### config.mk
export PLATFORM = sky130hd
export DESIGN_NAME = config_line_classifier_core
export DESIGN_NICKNAME = d
export VERILOG_FILES = /design/src/rtl/clc_pkg.sv /design/src/rtl/clc_front.sv /design/src/rtl/clc_back.sv /design/src/rtl/config_line_classifier_core.sv
export SDC_FILE = /design/constraint.sdc
export NUM_CORES = 1
export LEC_CHECK = 0
export ABC_AREA = 1
export BUFFER_PORTS_ARGS = -buffer_cell sky130_fd_sc_hd__buf_4
export CORE_ASPECT_RATIO = 0.8
export CORE_MARGIN = 2
export CORE_UTILIZATION = 31
export DETAILED_ROUTE_END_ITERATION = 8
export PLACE_DENSITY = 0.51
export SYNTH_ARGS = -nofsm -noshare
export SYNTH_HDL_FRONTEND = slang
export SYNTH_SLANG_ARGS = --single-unit
### constraint.sdc
create_clock -name clk_i -period 2.77 [get_ports clk_i]
set_input_delay 0.1385 -clock clk_i [delete_from_list [all_inputs] [get_ports clk_i]]
set_output_delay 0.1385 -clock clk_i [all_outputs]
set_load 0.01 [all_outputs]
### src/rtl/clc_pkg.sv
// ----------------------------------------------------------------------------
// clc_pkg: shared types for the configuration line classifier
// Character classes that pass from the front to the back, line class codes,
// and the queue head struct.
// ----------------------------------------------------------------------------
package clc_pkg;

  typedef enum logic [3:0] {
    CHR_EOL    = 4'd0,
    CHR_WS     = 4'd1,
    CHR_NL     = 4'd2,
    CHR_LBR    = 4'd3,
    CHR_RBR    = 4'd4,
    CHR_QUOTE  = 4'd5,
    CHR_EQ     = 4'd6,
    CHR_DOT    = 4'd7,
    CHR_USCORE = 4'd8,
    CHR_ALNUM  = 4'd9,
    CHR_OTHER  = 4'd10
  } chr_e;

  typedef enum logic [2:0] {
    CLS_BLANK     = 3'd0,
    CLS_HEADER    = 3'd1,
    CLS_SUBHEADER = 3'd2,
    CLS_KEYVALUE  = 3'd3,
    CLS_INVALID   = 3'd4
  } cls_e;

  localparam int unsigned DataW = 8;
  localparam int unsigned ClsW  = 3;

  typedef struct packed {
    logic valid;
    chr_e chr;
  } q_head_t;

endpackage

### src/rtl/clc_front.sv
// ----------------------------------------------------------------------------
// clc_front: input side of the line classifier
// Accepts bytes, reduces each to a character class and queues the classes
// for the grammar automaton.
// ----------------------------------------------------------------------------
module clc_front import clc_pkg::*; #(
  parameter int unsigned Depth = 4
) (
  input  logic             clk_i,
  input  logic             rst_ni,
  input  logic             s_axis_tvalid,
  output logic             s_axis_tready,
  input  logic [DataW-1:0] s_axis_tdata,   // [7:0] ch
  input  logic             pop_i,
  output q_head_t          head_o,
  output logic [$clog2(Depth+1)-1:0] count_o
);

  localparam int unsigned PtrW = $clog2(Depth);
  localparam int unsigned CntW = $clog2(Depth + 1);

  chr_e            mem_q [Depth];
  logic [PtrW-1:0] wr_ptr_q, wr_ptr_d, rd_ptr_q, rd_ptr_d;
  logic [CntW-1:0] count_q, count_d;
  logic            push, pop;
  chr_e            chr_in;

  function automatic chr_e classify(logic [DataW-1:0] c);
    chr_e r;
    r = CHR_OTHER;
    if (c == 8'h00) r = CHR_EOL;
    else if (c == 8'h0A || c == 8'h0D) r = CHR_NL;
    else if (c == 8'h20 || c == 8'h09 || c == 8'h0B || c == 8'h0C) r = CHR_WS;
    else if (c == 8'h5B) r = CHR_LBR;
    else if (c == 8'h5D) r = CHR_RBR;
    else if (c == 8'h22) r = CHR_QUOTE;
    else if (c == 8'h3D) r = CHR_EQ;
    else if (c == 8'h2E) r = CHR_DOT;
    else if (c == 8'h5F) r = CHR_USCORE;
    else if ((c >= 8'h30 && c <= 8'h39) || (c >= 8'h41 && c <= 8'h5A) ||
             (c >= 8'h61 && c <= 8'h7A)) r = CHR_ALNUM;
    return r;
  endfunction

  assign chr_in        = classify(s_axis_tdata);
  assign s_axis_tready = (count_q != CntW'(Depth));
  assign push          = s_axis_tvalid && s_axis_tready;
  assign pop           = pop_i && (count_q != '0);

  always_comb begin
    wr_ptr_d = wr_ptr_q;
    rd_ptr_d = rd_ptr_q;
    count_d  = count_q;
    if (push) begin
      wr_ptr_d = (wr_ptr_q == PtrW'(Depth - 1)) ? '0 : wr_ptr_q + 1'b1;
    end
    if (pop) begin
      rd_ptr_d = (rd_ptr_q == PtrW'(Depth - 1)) ? '0 : rd_ptr_q + 1'b1;
    end
    if (push && !pop) begin
      count_d = count_q + 1'b1;
    end else if (!push && pop) begin
      count_d = count_q - 1'b1;
    end
  end

  always_ff @(posedge clk_i or negedge rst_ni) begin
    if (!rst_ni) begin
      wr_ptr_q <= '0;
      rd_ptr_q <= '0;
      count_q  <= '0;
    end else begin
      wr_ptr_q <= wr_ptr_d;
      rd_ptr_q <= rd_ptr_d;
      count_q  <= count_d;
    end
  end

  always_ff @(posedge clk_i) begin
    if (push) begin
      mem_q[wr_ptr_q] <= chr_in;
    end
  end

  assign head_o.valid = (count_q != '0);
  assign head_o.chr   = mem_q[rd_ptr_q];
  assign count_o      = count_q;

endmodule

### src/rtl/clc_back.sv
// ----------------------------------------------------------------------------
// clc_back: grammar automaton of the line classifier
// Consumes queued character classes, tracks the line grammar and drives the
// result register with one line class per end of line.
// ----------------------------------------------------------------------------
module clc_back import clc_pkg::*; (
  input  logic             clk_i,
  input  logic             rst_ni,
  input  q_head_t          head_i,
  output logic             pop_o,
  output logic             m_axis_tvalid,
  input  logic             m_axis_tready,
  output logic [DataW-1:0] m_axis_tdata    // [2:0] line_class
);

  typedef enum logic [12:0] {
    PH_LEAD   = 13'b0000000000001,
    PH_BR1    = 13'b0000000000010,
    PH_HNAME  = 13'b0000000000100,
    PH_HTAIL  = 13'b0000000001000,
    PH_BR2    = 13'b0000000010000,
    PH_SNAME  = 13'b0000000100000,
    PH_SCLOSE = 13'b0000001000000,
    PH_STAIL  = 13'b0000010000000,
    PH_KEY    = 13'b0000100000000,
    PH_KEYWS  = 13'b0001000000000,
    PH_EQ     = 13'b0010000000000,
    PH_VALUE  = 13'b0100000000000,
    PH_BAD    = 13'b1000000000000
  } phase_e;

  phase_e phase_q, phase_d;
  logic   open_q, open_d, closed_q, closed_d;
  logic   out_valid_q, out_valid_d;
  cls_e   out_cls_q, out_cls_d;
  logic   is_eol, is_ws, is_name, is_key, load;
  chr_e   c;

  assign c       = head_i.chr;
  assign is_eol  = (c == CHR_EOL);
  assign is_ws   = (c == CHR_WS) || (c == CHR_NL);
  assign is_name = (c == CHR_ALNUM) || (c == CHR_DOT);
  assign is_key  = (c == CHR_ALNUM) || (c == CHR_USCORE);
  assign pop_o   = head_i.valid && (!is_eol || !out_valid_q || m_axis_tready);
  assign load    = pop_o && is_eol;

  always_comb begin
    phase_d  = phase_q;
    open_d   = open_q;
    closed_d = closed_q;
    if (pop_o && !is_eol) begin
      if (phase_q == PH_VALUE) begin
        closed_d = (open_q && c == CHR_QUOTE) || (closed_q && is_ws);
        open_d   = open_q && (c != CHR_NL);
        if (!closed_d && !open_d) phase_d = PH_BAD;
      end else begin
        case (phase_q)
          PH_LEAD: begin
            if (is_ws) phase_d = PH_LEAD;
            else if (c == CHR_LBR) phase_d = PH_BR1;
            else if (is_key) phase_d = PH_KEY;
            else phase_d = PH_BAD;
          end
          PH_BR1: begin
            if (c == CHR_LBR) phase_d = PH_BR2;
            else if (is_name) phase_d = PH_HNAME;
            else phase_d = PH_BAD;
          end
          PH_HNAME: begin
            if (is_name) phase_d = PH_HNAME;
            else if (c == CHR_RBR) phase_d = PH_HTAIL;
            else phase_d = PH_BAD;
          end
          PH_HTAIL:  phase_d = is_ws ? PH_HTAIL : PH_BAD;
          PH_BR2:    phase_d = is_name ? PH_SNAME : PH_BAD;
          PH_SNAME: begin
            if (is_name) phase_d = PH_SNAME;
            else if (c == CHR_RBR) phase_d = PH_SCLOSE;
            else phase_d = PH_BAD;
          end
          PH_SCLOSE: phase_d = (c == CHR_RBR) ? PH_STAIL : PH_BAD;
          PH_STAIL:  phase_d = is_ws ? PH_STAIL : PH_BAD;
          PH_KEY: begin
            if (is_key) phase_d = PH_KEY;
            else if (is_ws) phase_d = PH_KEYWS;
            else if (c == CHR_EQ) phase_d = PH_EQ;
            else phase_d = PH_BAD;
          end
          PH_KEYWS: begin
            if (is_ws) phase_d = PH_KEYWS;
            else if (c == CHR_EQ) phase_d = PH_EQ;
            else phase_d = PH_BAD;
          end
          PH_EQ: begin
            if (is_ws) phase_d = PH_EQ;
            else if (c == CHR_QUOTE) begin
              phase_d  = PH_VALUE;
              open_d   = 1'b1;
              closed_d = 1'b0;
            end else phase_d = PH_BAD;
          end
          default: phase_d = PH_BAD;
        endcase
      end
    end else if (load) begin
      phase_d  = PH_LEAD;
      open_d   = 1'b0;
      closed_d = 1'b0;
    end
  end

  always_comb begin
    out_valid_d = out_valid_q && !m_axis_tready;
    out_cls_d   = out_cls_q;
    if (load) begin
      out_valid_d = 1'b1;
      case (phase_q)
        PH_LEAD:  out_cls_d = CLS_BLANK;
        PH_HTAIL: out_cls_d = CLS_HEADER;
        PH_STAIL: out_cls_d = CLS_SUBHEADER;
        PH_VALUE: out_cls_d = closed_q ? CLS_KEYVALUE : CLS_INVALID;
        default:  out_cls_d = CLS_INVALID;
      endcase
    end
  end

  always_ff @(posedge clk_i or negedge rst_ni) begin
    if (!rst_ni) begin
      phase_q     <= PH_LEAD;
      open_q      <= 1'b0;
      closed_q    <= 1'b0;
      out_valid_q <= 1'b0;
    end else begin
      phase_q     <= phase_d;
      open_q      <= open_d;
      closed_q    <= closed_d;
      out_valid_q <= out_valid_d;
    end
  end

  always_ff @(posedge clk_i) begin
    out_cls_q <= out_cls_d;
  end

  assign m_axis_tvalid = out_valid_q;
  assign m_axis_tdata  = {{(DataW - ClsW){1'b0}}, out_cls_q};

endmodule

### src/rtl/config_line_classifier_core.sv
// ----------------------------------------------------------------------------
// config_line_classifier_core: configuration line classifier
// Classifies configuration-file lines streamed one byte per transaction.
// ----------------------------------------------------------------------------
// One byte is taken per clock cycle while the queue has room. Each byte is
// reduced to a character class and placed in a queue of Depth entries; the
// grammar automaton drains one entry per cycle unless a stalled result
// register holds it back at an end of line. A zero byte ends a line and
// yields one line class transaction (0 blank, 1 header, 2 subheader, 3
// key/value, 4 invalid); its class is queued, then popped into the result
// register. The input keeps flowing until the queue fills.
module config_line_classifier_core import clc_pkg::*; #(
  parameter int unsigned Depth = 4
) (
  input  logic             clk_i,
  input  logic             rst_ni,
  input  logic             s_axis_tvalid,
  output logic             s_axis_tready,
  input  logic [DataW-1:0] s_axis_tdata,   // [7:0] ch
  output logic             m_axis_tvalid,
  input  logic             m_axis_tready,
  output logic [DataW-1:0] m_axis_tdata    // [2:0] line_class, zeros above
);

  localparam int unsigned CntW = $clog2(Depth + 1);

  q_head_t         head;
  logic            pop;
  logic [CntW-1:0] count;

  clc_front #(.Depth(Depth)) u_front (
    .clk_i         (clk_i),
    .rst_ni        (rst_ni),
    .s_axis_tvalid (s_axis_tvalid),
    .s_axis_tready (s_axis_tready),
    .s_axis_tdata  (s_axis_tdata),
    .pop_i         (pop),
    .head_o        (head),
    .count_o       (count)
  );

  clc_back u_back (
    .clk_i         (clk_i),
    .rst_ni        (rst_ni),
    .head_i        (head),
    .pop_o         (pop),
    .m_axis_tvalid (m_axis_tvalid),
    .m_axis_tready (m_axis_tready),
    .m_axis_tdata  (m_axis_tdata)
  );

  a_count_bound: assert property (@(posedge clk_i) disable iff (!rst_ni)
    count <= CntW'(Depth))
    else $error("queue count beyond depth");

  a_pop_valid: assert property (@(posedge clk_i) disable iff (!rst_ni)
    pop |-> head.valid)
    else $error("pop from empty queue");

  a_result_source: assert property (@(posedge clk_i) disable iff (!rst_ni)
    $rose(m_axis_tvalid) |-> $past(pop && head.chr == CHR_EOL))
    else $error("result without end of line");

  a_ready_full: assert property (@(posedge clk_i) disable iff (!rst_ni)
    !s_axis_tready |-> (count == CntW'(Depth)))
    else $error("input stalled with room in queue");

endmodule
; Yosys cells after proc, flatten, opt, wreduce, memory -nomap -nowiden
; Memory sizes are Yosys's and may differ from the RTL's.
; Cells that the tools add are included.
[word_totals]
regBits = 26
elab_cells = 154
in_bits = 12
latch_bits = 0
ram_bits = 16
n_memories = 1
rom_bits = 0
[op_classes]
shift = 0
n_reduce_logical = 41
n_bitwise = 0
muxes = 53
div = 0
eq_ne = 41
addsub = 4
n_mul = 0
n_lt_le_gt_ge = 6
[mem_list]
columns = name, depth, word_bits, rd, rd_clocked_by_memory_dff, write_ports, line
row1 = u_front.mem_q, 4, 4, 1, 0, 1, clc_front.sv:22  ; chr_e mem_q [Depth];
[ops]
columns = op, count
row1 = two-way mux 13 bit, 22
row2 = one-hot mux 13 bit (11 select lines), 1
row3 = "== test 8 x 4 -> 1 bit, second input constant", 5
row4 = two-way mux 4 bit, 9
row5 = "== test 8 x 6 -> 1 bit, second input constant", 4
row6 = "== test 8 x 7 -> 1 bit, second input constant", 3
row7 = "== test 4 x 3 -> 1 bit, second input constant", 4
row8 = ">= comparator 8 x 7 -> 1 bit, second input constant", 2
row9 = "less-or-equal comparator 8 x 7 -> 1 bit, second input constant", 2
row10 = logical AND 1 bit, 15
row11 = "inequality test 3 bit, second input constant", 5
row12 = two-way mux 1 bit, 14
row13 = "== test 13 x 1 -> 1 bit, second input constant", 1
row14 = "== test 13 x 10 -> 1 bit, second input constant", 1
row15 = "== test 13 x 11 -> 1 bit, second input constant", 1
row16 = "== test 13 x 12 -> 1 bit, second input constant", 1
row17 = "== test 13 x 2 -> 1 bit, second input constant", 1
row18 = "== test 13 x 3 -> 1 bit, second input constant", 1
row19 = "== test 13 x 4 -> 1 bit, second input constant", 1
row20 = "== test 13 x 5 -> 1 bit, second input constant", 1
row21 = "== test 13 x 6 -> 1 bit, second input constant", 1
row22 = "== test 13 x 7 -> 1 bit, second input constant", 1
row23 = "== test 13 x 8 -> 1 bit, second input constant", 1
row24 = "== test 13 x 9 -> 1 bit, second input constant", 1
row25 = 21 further kinds, 47

; Longest topological paths before layout
; Gate-level depths: netlist of the first run.
[logic_depth]
depth_word = 14
ltp_mapped = 16
ltp_nobuf = 15

; Modules after synthesis
; A second synthesis of the first run with hierarchy kept.
[unflattened]
hier_cells = 392
area_unflattened_um2 = 2849.0
[by_module_without_submodules]
columns = module, seq_area_each_um2, area_each_um2, cells_each, instances
row1 = clc_back, 491.7, 1540.2, 241, 1
row2 = clc_front, 655.6, 1308.8, 151, 1

; Worst setup path after synthesis of the first run
; Ideal clock, no wire load.
[synth_path]
path_type = register to register
from = register u_front.rd_ptr_q[1]
to = register u_front.count_q[1], in the netlist u_front.count_o[1]
t_arrival_ns = 2.086
path_slack_ns = 0.560
required_time_ns = 2.645
path_stages_with_launch = 12
cell_sequence = dfrtp_1 inv_2 nand3_2 nand2_2 nand2_4 o21ai_4 nand2_4 inv_1 ha_1 inv_1 fa_1 mux2_2
[synth_between]
elab_chain_cells = 10
word_cells_on_any_way = 12
[synth_lines]
columns = item, line
row1 = start: declaration, clc_front.sv:23  ; logic [PtrW-1:0] wr_ptr_q, wr_ptr_d, rd_ptr_q, rd_ptr_d;
row2 = start signal: assignment, clc_front.sv:74  ; rd_ptr_q <= rd_ptr_d;
row3 = memory (4 x 4 bit), n/a
row4 = zero test 4 bit, clc_back.sv:40  ; assign is_eol = (c == CHR_EOL);
row5 = zero test 1 bit, clc_back.sv:44  ; assign pop_o = head_i.valid && (!is_eol || !out_valid_q || m_axis_tready);
row6 = logical OR 1 bit (2 in a row), clc_back.sv:44
row7 = logical AND 1 bit, clc_back.sv:44
row8 = logical AND 1 bit, clc_front.sv:48  ; assign pop = pop_i && (count_q != '0);
row9 = zero test 1 bit, clc_front.sv:60  ; if (push && !pop) begin
row10 = logical AND 1 bit, clc_front.sv:60
row11 = two-way mux 3 bit, clc_front.sv:60
row12 = net u_front.count_d[1], clc_front.sv:24  ; logic [CntW-1:0] count_q, count_d;
row13 = end signal: assignment, clc_front.sv:75  ; count_q <= count_d;
row14 = end: declaration, clc_front.sv:24
; The timed path passes the listed nets, and every way through them passes these cells.
; A chain may end at the register's enable or synchronous reset.

; Worst setup path in the final report of the first run
[layout_path]
from = register u_front.rd_ptr_q[0]
to = register u_front.count_q[1], in the netlist u_front.count_o[1]
; The elaborated chain is that of the path after synthesis.

==> results of run 1 <==
## final timing paths
kind	startpoint	endpoint	slack (ns)	cells past startpoint
max	u_front.rd_ptr_q[0]$_DFFE_PN0P_	u_front.count_o[1]$_DFFE_PN0P_	0.28	12
min	m_axis_tready	u_back.m_axis_tvalid$_DFF_PN0_	0.05	2
max reg2reg	u_front.rd_ptr_q[0]$_DFFE_PN0P_	u_front.count_o[1]$_DFFE_PN0P_	0.28	12
min reg2reg	u_front.count_o[2]$_DFFE_PN0P_	u_front.count_o[2]$_DFFE_PN0P_	0.52	1
max in group asynchronous	rst_ni	u_back.phase_q[0]$_DFFE_PN1P_	2.18	2
min in group asynchronous	rst_ni	u_back.phase_q[4]$_DFFE_PN0P_	0.30	2
## cells in the final DEF, fill, tap and decap left out, types with 10 or more instances in the layout
| cell type | Yosys | final |
|---|---|---|
| o21ai_0 | 14 | 14 |
| nand2_2 | 10 | 10 |
| buf_4 | 5 | 16 |
| dfrtp_1 | 22 | 22 |
| edfxtp_1 | 19 | 19 |
| nand2_1 | 95 | 95 |
| inv_1 | 44 | 44 |
| nand3_1 | 32 | 32 |
| nor2_1 | 50 | 50 |
## repair_timing
action	4_1_cts	5_1_grt
setup buffers	0	0
hold buffers	1	0
gates resized for setup	0	0
endpoints found under the hold margin	22	0
## registers in the layout, indices dropped and copies added (netlist names)
signal	cells
u_front.mem_q	16
u_back.open_q	1
u_back.phase_q	13
u_back.closed_q	1
u_back.out_cls_q	3
u_front.wr_ptr_q	2
u_front.rd_ptr_q	2
u_front.count_o	3
u_back.m_axis_tvalid	1
## layer usage
metal | global-route usage, % | up-vias | wire [um] | part of all wire [%]
met1 | 19.9 | 1087 | 3410 | 54
met5 | 0 | - | 0 | 0
met3 | 2.08 | 7 | 203 | 3.2
met4 | 3.86 | 0 | 85 | 1.3
li1 | - | 1235 | - | -
met2 | 20.7 | 39 | 2650 | 42
## metrics by stage
step / cell area, um^2 / utilization (%) / total power, uW / hold slack [ns] / std cells
floorplan: 2850 / - / 1840 / -0.157 / 372
global placement: 3060 / 34.1 / 2080 / 0.0655 / 496
detailed placement: 3060 / 34.1 / 2090 / 0.0647 / 496
CTS: 3230 / 36.1 / 2770 / 0.0542 / 505
global route: 3230 / 36.1 / 2970 / 0.0873 / 505
finish: 3230 / 36.1 / 2750 / 0.0549 / 505
## layout make-up
cell class | instances | area [um^2] | area share (%)
Multi-Input combinational cell | 271 | 1450 | 44.7
Sequential cell | 42 | 1150 | 35.5
Inverter | 52 | 200 | 6.19
Tap cell | 115 | 144 | 4.45
Timing Repair Buffer | 17 | 130 | 4.02
Clock buffer | 6 | 129 | 3.99
Clock inverter | 2 | 37.5 | 1.16
## cell families after synthesis
kind of cell / synth area share, %
simple gates: 35.3
mux: 0.397
xor+xnor: 0.617
compound gates: 10.6
flops: 40.4
buf+inv: 9.17
other cells: 0.132
fa+ha+maj: 3.35
## power by group through the flow
stage | Sequential [uW] | Clock (uW) | Combinational, uW
after floorplan | 881 | 0 | 954
after global placement | 917 | 0 | 1170
after detailed placement | 920 | 0 | 1170
after CTS | 908 | 684 | 1180
after global routing | 925 | 714 | 1340
final | 907 | 667 | 1170
## worst max-delay path, cell delays in order, from the launching register on
cell and delay, ns:
dfrtp_1 0.58, inv_6 0.09, nand2_1 0.09, nand3_2 0.09
nand2_4 0.11, nand2_4 0.10, o21ai_4 0.21, nand2_4 0.10
inv_1 0.10, ha_1 0.14, inv_1 0.06, fa_1 0.42
mux2_2 0.26
==> flow_metrics.tcl, run 1 <==
set metrics [dict create \
    status "finished, final reports clean" \
    dpl_worst_slack_ns 0.290 \
    cts_tree "done" \
    ios 22 \
    synth_cell_types 44 \
    synth.top_cell.area_share_pct 20.1 \
    rsz0062_at_grt "no" \
    syn_inst 368 \
    dp_hpwl_mm 5.03 \
    drive_above_1_share_pct 17.2 \
    nets 408 \
    slew_violations 0 \
    powerDensity_nw_per_um2 849 \
    viasPerCell 4.69 \
    seq_power_share_pct 33.0 \
    cts-root-buf "clkbuf_16" \
    cap_violations 0 \
    leakagePower_uw 0.00149 \
    tightestPinTransition_ns 0.558 \
    fp.dieArea_um2 9940 \
    synth_edf_count 19 \
    clk_latency_ns 0.28 \
    fin_ws_ns 0.283 \
    drc 0 \
    cts_max_level 2 \
    peakVddDrop_v 0.000307 \
    routed_wl_mm 6.35 \
    cts_buffers 5 \
    start_kind "flop" \
    relSlewSlack_pct 62.5 \
    internal_power_uw 1590 \
    cts_sinks 42 \
    diodes 0 \
    switching_share_pct 42.2 \
    vias 2368 \
    routedWlPerCell_um 12.6 \
    fin_skew_ns 0.00408 \
    switchingPower_uw 1160 \
    grt_pass1_vias 2226 \
    syn_area_per_cell_um2 7.71 \
    core_area_um2 8960 \
    grt_usage_pct 13.5 \
    setup_violations 0 \
    drt_first_pass_iters 4 \
    chipHeight_um 89.6 \
    grt_max_degree 24 \
    cts.clk_slew.worst_paths_ns 0.06 \
    drt-initial-drc-count 157 \
    finalHoldViolCount 0 \
    netlist_area_um2 2840 \
    yosysMostFrequentCell "nand2_1" \
    clockBufferDepth 2 \
    grt_first_pass_wirelength_mm 10.7 \
    hold_class "in2reg" \
    fmax_mhz 402 \
    post-route-period-util_pct 89.8 \
    ys_seq_area_share_pct 40.4 \
    synthFlopType "dfrtp_1" \
    ys_seq_elements 42 \
    fin_crit_ns 2.49 \
    yosys-top-cells-count "nand2_1 (95), nor2_1 (50), inv_1 (44), nand3_1 (32), dfrtp_1 (22)" \
    die_x_um 111 \
    port_buffers 16 \
    critPathKind "reg2reg" \
    gp_congestion 0.889 \
    overflow 0 \
    end_kind "flop" \
    antenna_found_initial 0 \
    p_clk_share_pct 24.3 \
    combPwrFrac_pct 42.7 \
    worst_ep_arrival_time_ns 2.65 \
    crit_required_ns 2.94 \
    yosysWarnings 0 \
    async_reset_ff_share_pct 54.8 \
    synth_top_area_cell "edfxtp_1" \
    fill_cells 939 \
    start_util_pct 31.7 \
    totalNegativeSetupSlack_ns 0 \
    area_delta_synth_final_pct 13.9 \
    cp_max_fo 11 \
    rows 31 \
    antenna_left 0 \
    synthTopCellsByArea "edfxtp_1 (20%), dfrtp_1 (19%), nand2_1 (13%)" \
]
(Power assumes the default switching activity.)
==> run 2, diff against run 1 <==
PLACE_DENSITY = 0.52   (was 0.51)
clock period = 2 ns   (was 2.77 ns; I/O delays follow)
==> flow_metrics.tcl, run 2 (same netlist as run 1, synthesis figures left out) <==
set metrics [dict create \
    status "finished with violations" \
    failed_checks "setup timing" \
    hold_depth 2 \
    mostFrequentLayoutCells "nand2_1 (80), buf_4 (69), nor2_1 (42)" \
    mostFrequentLayoutCell "nand2_1" \
    fin_ws_ns -0.187 \
    cts.clk_slew.worst_paths_ns 0.06 \
    routed_wl_mm 6.97 \
    cts_tree "done" \
    relSlewSlack_pct 63.6 \
    peakVddDrop_v 0.000546 \
    postPlaceCellArea_um2 3480 \
    path_depth 13 \
    fp.dieArea_um2 9940 \
    cts_max_level 2 \
    ios 22 \
    drive_above_1_share_pct 36.9 \
    area_delta_synth_final_pct 35.1 \
    critPathKind "reg2reg" \
    critical_path_buf_inv_count 4 \
    port_buffers 16 \
    largestRegisters "u_front.mem_q x16, u_back.phase_q x13" \
    worst_ep_arrival_time_ns 2.36 \
    viasPerCell 4.64 \
    critPathSlowestCell "dfrtp_2" \
    rr_worst_depth 13 \
    grt_usage_pct 13.9 \
    start_util_pct 31.7 \
    registers.top_by_ff_count "u_front.mem_q" \
    drc 0 \
    totalNegativeSetupSlack_ns -0.295 \
    post-route-period-util_pct 109 \
    gp_congestion 0.845 \
    rows 31 \
    fin_crit_ns 2.19 \
    r2r_end "u_front.count_o[1]$_DFFE_PN0P_" \
    grt_pass1_vias 2371 \
    rr_startpoint "u_front.rd_ptr_q[0]$_DFFE_PN0P_" \
    slew_violations 0 \
    dpl_worst_slack_ns -0.278 \
    rsz0062_at_grt "yes" \
    reg2reg_slack_ns -0.19 \
    cts-root-buf "clkbuf_16" \
    routedWlPerCell_um 12.4 \
    overflow 0 \
    antenna_left 0 \
    critical-path-top-delay-family "adder cells" \
    tightestPinTransition_ns 0.545 \
    dp_hpwl_mm 5.36 \
    drt_first_pass_iters 4 \
    hold_class "in2reg" \
    start_kind "flop" \
    end_kind "flop" \
    leakagePower_uw 0.00178 \
    grt_max_degree 24 \
    drt-initial-drc-count 134 \
    clockBufferDepth 2 \
    setup_violations 2 \
    min_to "u_back.m_axis_tvalid$_DFF_PN0_" \
    crit_chain "buf_6, inv_8, nand2_2, nand3_1, nand2_2, nand2_4, o21ai_4, nand2_4, inv_4, ha_4, inv_2, fa_2, mux2_4" \
    cp_max_fo 9 \
    chipHeight_um 89.6 \
    diodes 0 \
    grt_first_pass_wirelength_mm 11.2 \
    die_x_um 111 \
    finalHoldViolCount 0 \
    slowest_delay_ns 0.41 \
    final_area_um2 3830 \
    powerDensity_nw_per_um2 1240 \
    cts_sinks 42 \
    timing.hold.ws_ns 0.0207 \
    fill_cells 877 \
    cap_violations 0 \
    fin_skew_ns 0.00521 \
    cts_buffers 5 \
    fmax_mhz 457 \
    clk_latency_ns 0.28 \
    hp-start "m_axis_tready" \
    core_area_um2 8960 \
    largest_register_ffs 16 \
    nets 465 \
    post-route-util_pct 42.8 \
    vias 2607 \
    antenna_found_initial 0 \
    crit_required_ns 2.17 \
]
-- run 2: changes by cell type in the layout (fill, tap and decap cells not counted), sizes merged --
cell      delta
nand2        +1
buf         +56
bufinv       -1
clkinv       +1
clkinvlp     +1
clkbuf       -1
-- run 2: area by class of cell --
| cell class | count | area [um^2] | share of cell area [%] |
|---|---|---|---|
| Sequential cell | 42 | 1150 | 30.0 |
| Clock buffer | 5 | 125 | 3.26 |
| Timing Repair Buffer | 73 | 566 | 14.7 |
| Multi-Input combinational cell | 272 | 1620 | 42.1 |
| Tap cell | 115 | 144 | 3.75 |
| Clock inverter | 3 | 23.8 | 0.620 |
| Inverter | 52 | 211 | 5.51 |
-- run 2: how the worst max path moves through the flow --
stage | from | endpoint | slack [ns]
after floorplan | u_front.rd_ptr_q[0]$_DFFE_PN0P_ | u_front.count_o[1]$_DFFE_PN0P_ | -0.13
after global placement | u_front.rd_ptr_q[0]$_DFFE_PN0P_ | u_front.count_o[1]$_DFFE_PN0P_ | -0.25
after detailed placement | u_front.rd_ptr_q[0]$_DFFE_PN0P_ | u_front.count_o[1]$_DFFE_PN0P_ | -0.28
after CTS | u_front.rd_ptr_q[0]$_DFFE_PN0P_ | u_front.count_o[1]$_DFFE_PN0P_ | -0.19
after global routing | u_front.rd_ptr_q[0]$_DFFE_PN0P_ | u_front.count_o[1]$_DFFE_PN0P_ | -0.27
final | u_front.rd_ptr_q[0]$_DFFE_PN0P_ | u_front.count_o[1]$_DFFE_PN0P_ | -0.19
-- run 2: routing by layer --
layer  vias up  global-route usage (%)  wire length, um
li1       1346                       -                -
met1      1207                    20.7             3810
met2        52                    21.5             2860
met3         2                    2.15              290
met4         0                    2.73               18
met5         -                       0                0
-- run 2: through the flow --
step | total power (uW) | std cells
finish | 4760 | 562
global route | 5100 | 562
CTS | 4500 | 557
detailed placement | 3520 | 544
global placement | 3480 | 544
floorplan | 2650 | 372
-- run 2: where the power goes --
group          internal, uW  total (uW)  switching [uW]
clock                   467         818             351
combinational          1190        2740            1550
sequential             1100        1200             107
total                  2750        4760            2010
-- run 2: worst register-to-register path: cells and delay by family, from the launching register on --
family / cells / cell delay [ns]
adders and majority gates: 2 / 0.52
AOI/OAI and AO/OA: 1 / 0.18
muxes: 1 / 0.27
buffers and inverters: 4 / 0.32
and+or+nand+nor: 5 / 0.39
DFF: 1 / 0.41
-- run 2: repair_timing --
item / in CTS / in global routing
setup buffers: 4 / 5
pin swaps: 7 / 13
cloned: 0 / 1
hold buffers: 1 / 0
endpoints found under the setup margin: 17 / 20
hold endpoints to repair: 22 / 0
resized for setup: 13 / 27
